**src/hdl/lphs_ram.sv**
```systemverilog
// Generic single-write, single-read RAM with a registered read port.
module lphs_ram #(
  parameter int WIDTH = 8,
  parameter int DEPTH = 16
) (
  input  logic                     clk,
  input  logic                     we,
  input  logic [$clog2(DEPTH)-1:0] waddr,
  input  logic [WIDTH-1:0]         wdata,
  input  logic [$clog2(DEPTH)-1:0] raddr,
  output logic [WIDTH-1:0]         rdata
);

  logic [WIDTH-1:0] mem [DEPTH];

  // Write and registered read.
  always_ff @(posedge clk) begin
    if (we) begin
      mem[waddr] <= wdata;
    end
    rdata <= mem[raddr];
  end

endmodule

```
**config.mk**
```make
export PLATFORM = sky130hd
export DESIGN_NAME = lphs_ram
export DESIGN_NICKNAME = d
export VERILOG_FILES = /design/src/hdl/lphs_ram.sv
export SDC_FILE = /design/constraint.sdc
export NUM_CORES = 1
export LEC_CHECK = 0
export ABC_AREA = 1
export BUFFER_PORTS_ARGS = -buffer_cell sky130_fd_sc_hd__buf_2
export CAP_MARGIN = 30
export CELL_PAD_IN_SITES_DETAIL_PLACEMENT = 0
export CELL_PAD_IN_SITES_GLOBAL_PLACEMENT = 1
export CORE_MARGIN = 2
export CORE_UTILIZATION = 52
export DETAILED_ROUTE_END_ITERATION = 7
export PLACE_DENSITY_LB_ADDON = 0.15
export SLEW_MARGIN = 20
export SYNTH_ARGS = -nofsm -noshare
export SYNTH_HDL_FRONTEND = slang
export SYNTH_SLANG_ARGS = --single-unit
export TNS_END_PERCENT = 20
```
**constraint.sdc**
```tcl
create_clock -name clk -period 4.1 [get_ports clk]
set_clock_uncertainty 0.15 [all_clocks]
set_input_delay 0.82 -clock clk [delete_from_list [all_inputs] [get_ports clk]]
set_output_delay 0.82 -clock clk [all_outputs]
set_load 0.01 [all_outputs]
```
# After elaboration in Yosys (flattened, before gate mapping)
# Memories as Yosys holds them, arrays and structs flattened. A register that Yosys moved wholly into a read port is not among the register bits.
# Index checks and enable logic that the tools add are counted.
[word_totals]
ff_bits = 0
ramBits = 128
in_bits = 18
mem_count = 1
[memory_table]
columns = ["name", "depth", "width", "read_ports", "rd_clocked_by_memory_dff", "wr", "line_no", "text"]
rows = [
  ["mem", 16, 8, 1, 1, 1, "14", "logic [WIDTH-1:0] mem [DEPTH];"],
]
[classes]
mux = 2
[ops]
columns = ["operator", "count"]
rows = [
  ["two-way mux 1 bit", 2],
]

# Logic depth before layout (Yosys ltp)
[logic_depth]
word_depth = 2
mapped_depth = 8
mapped_depth_nobuf = 7

# Least setup slack after synthesis
# OpenSTA, ideal clock, no wires.
[synth_path]
path_type = "input to register"
start = "in waddr[2]"
end = "mem mem[10][0] (enable)"
setup_time_ns = 0.370
t_arrival_ns = 1.401
path_slack_ns = 2.179
path_stages = 2
path_cell_list = "nand3b_1 -> nor2_1"
[synth_rtl]
columns = ["item", "line_no", "text"]
rows = [
  ["start, declared", "8", "input logic [$clog2(DEPTH)-1:0] waddr,"],
  ["end, declared", "14", ""],
]
# No word-level cell before the write port.

==> results.cfg <==
[global_route]
grt_pass1_vias = 3534
track_usage_pct = 23.87
grt_max_degree = 65
antenna_found_initial = 0
grt_overflow = 0
grt_first_pass_wirelength_mm = 20.00

[synthesis]
ys_seq_elements = 136
synth_area_sq_mm = 0.005767
yosysWarningCount = 0
synth_nets = 569
synthDistinctLibCells = 12
synthCells = 551
ys_seq_area_share_pct = 69.43
avgSynthCellArea_sq_um = 10.47

[routing]
wire_per_inst_um = 17.67
drtAntennaViolNets = 0
num_vias = 3711
drtIter0Drc = 330
drc_errors = 0
wirelength_mm = 12.90
viasPerCell = 5.084
firstDrtPassIters = 5

[cells_and_area]
final_cell_mix = 173 x nand2_1, 128 x edfxtp_1, 100 x inv_1
antenna_cells = 0
layout-drive-gt1-share_pct = 10.34
final_cells = 730
syn2layout_area_growth_pct = 13.89
final_area_sq_mm = 0.006568
nNetsFinal = 595
final_common_cell = nand2_1
post-route-util_pct = 60.58

[place]
gp_congestion = 0.7923
place.port_buffers = 25
place_area_sq_mm = 0.005916
dp_cells = 694
hpwlAfterDp_mm = 7.656

[hold_path]
hp-class = reg2reg
min_from = mem[12][5]

[cts]
ctsHoldBuffers = 0
post_cts_resized = 0
worstSkewPairLatency_ps = 520
clk_pin_slew_ps = 60
cts_buffer_depth = 2
cts_setup_buffers = 0
clock_sinks = 136
cts_max_level = 4
cts_tree = yes
cts-buffers-inserted = 17
clock-root-buffer = clkbuf_8

[sta]
fin_crit_sh_pct = 52.64
holdWs_ps = 516.1
rsz0062_at_grt = no
slew_headroom_pct = 35.76
slew_violations = 0
finalSetupViolCount = 0
tightest_slew_ps = 960.1
clock.fmax_mhz = 463.3
hold_violations = 0
setup_tns_ps = 0
period_needed_ps = 2158

[floorplanning]
die_area_sq_mm = 0.01195
initial_utilization_pct = 53.20
num_rows = 38
die-width_um = 109.3
io_pins = 26
core_sq_mm = 0.01084
fp.dieH_um = 109.3

[run_status]
status = finished clean

[setup_path]
critPathRequiredTime_ps = 4360
r2r_slack_ps = 2850
startpoint = raddr[1]
critPathCaptureType = register
cp.arrival_ps = 2420
timing_worst_setup_path_type = in2reg
reg2reg_from = mem[11][5]
start_kind = primary input
critPathMaxFanout = 33

[power]
p_leak_uw = 0.002844
ir_worst_vdd_mv = 0.2775
p_per_area_mw_per_mm2 = 508.7

[flow_run]
max-cap-violations = 0
==> power by group <==
group          switching, uW  internal [uW]  leakage, uW  total (uW)
Sequential              8.06           1550      0.00122        1560
Clock                    557           1040     0.000298        1600
Combinational            133           49.9      0.00132         183
Total                    698           2640      0.00284        3340
==> worst max-delay path, stage by stage <==
cell and delay [ps]:
buf_2 560, inv_2 470, nand3_1 200, nand3_1 160, nand3_1 130, nand2_1 60
==> cell families after synthesis <==
kind of cell           share of synthesized area [%]
buffers and inverters                          9.525
DFF                                            69.43
and+or+nand+nor                                21.05
==> cell usage after synthesis (all sizes together) <==
cell / instances / area share [%]
inv: 102 / 6.6
nand3: 97 / 8.4
nand3b: 2 / 0.26
edfxtp: 128 / 67
nor2: 17 / 1.1
buf: 24 / 2.9
dfxtp: 8 / 2.8
nand2: 173 / 11
==> worst paths after layout <==
kind,end,cells past startpoint
min reg2reg,rdata[5],6
min,rdata[5],6
max,rdata[5],6
max reg2reg,rdata[5],6
==> stage by stage <==
step / power [uW] / setup slack, ps
after floorplan: 1705 / 2179
after global placement: 1770 / 1396
after detailed placement: 1773 / 1416
after CTS: 3349 / 1937
after global routing: 3435 / 1824
final: 3341 / 1942
==> registers in the layout, indices dropped and copies added, names as in the netlist <==
name	count
rdata	8
mem	128
==> final cells by class <==
| type | count | area [sq um] |
|---|---|---|
| Fill cell | 905 | 4273 |
| Sequential cell | 136 | 4004 |
| Multi-Input combinational cell | 289 | 1214 |
| Clock buffer | 17 | 414.1 |
| Inverter | 102 | 382.9 |
| Clock inverter | 15 | 207.7 |
| Tap cell | 140 | 175.2 |
| Timing Repair Buffer | 31 | 170.2 |
==> metal layers <==
layer	track usage, %	vias to the layer above	share of wire (%)
met4	4.882	0	0.72
li1	-	1827	-
met5	0	-	0
met1	33.44	1791	46
met2	37.44	86	48
met3	7.232	7	5.6
Note: power is estimated with default switching activity, not from simulation.
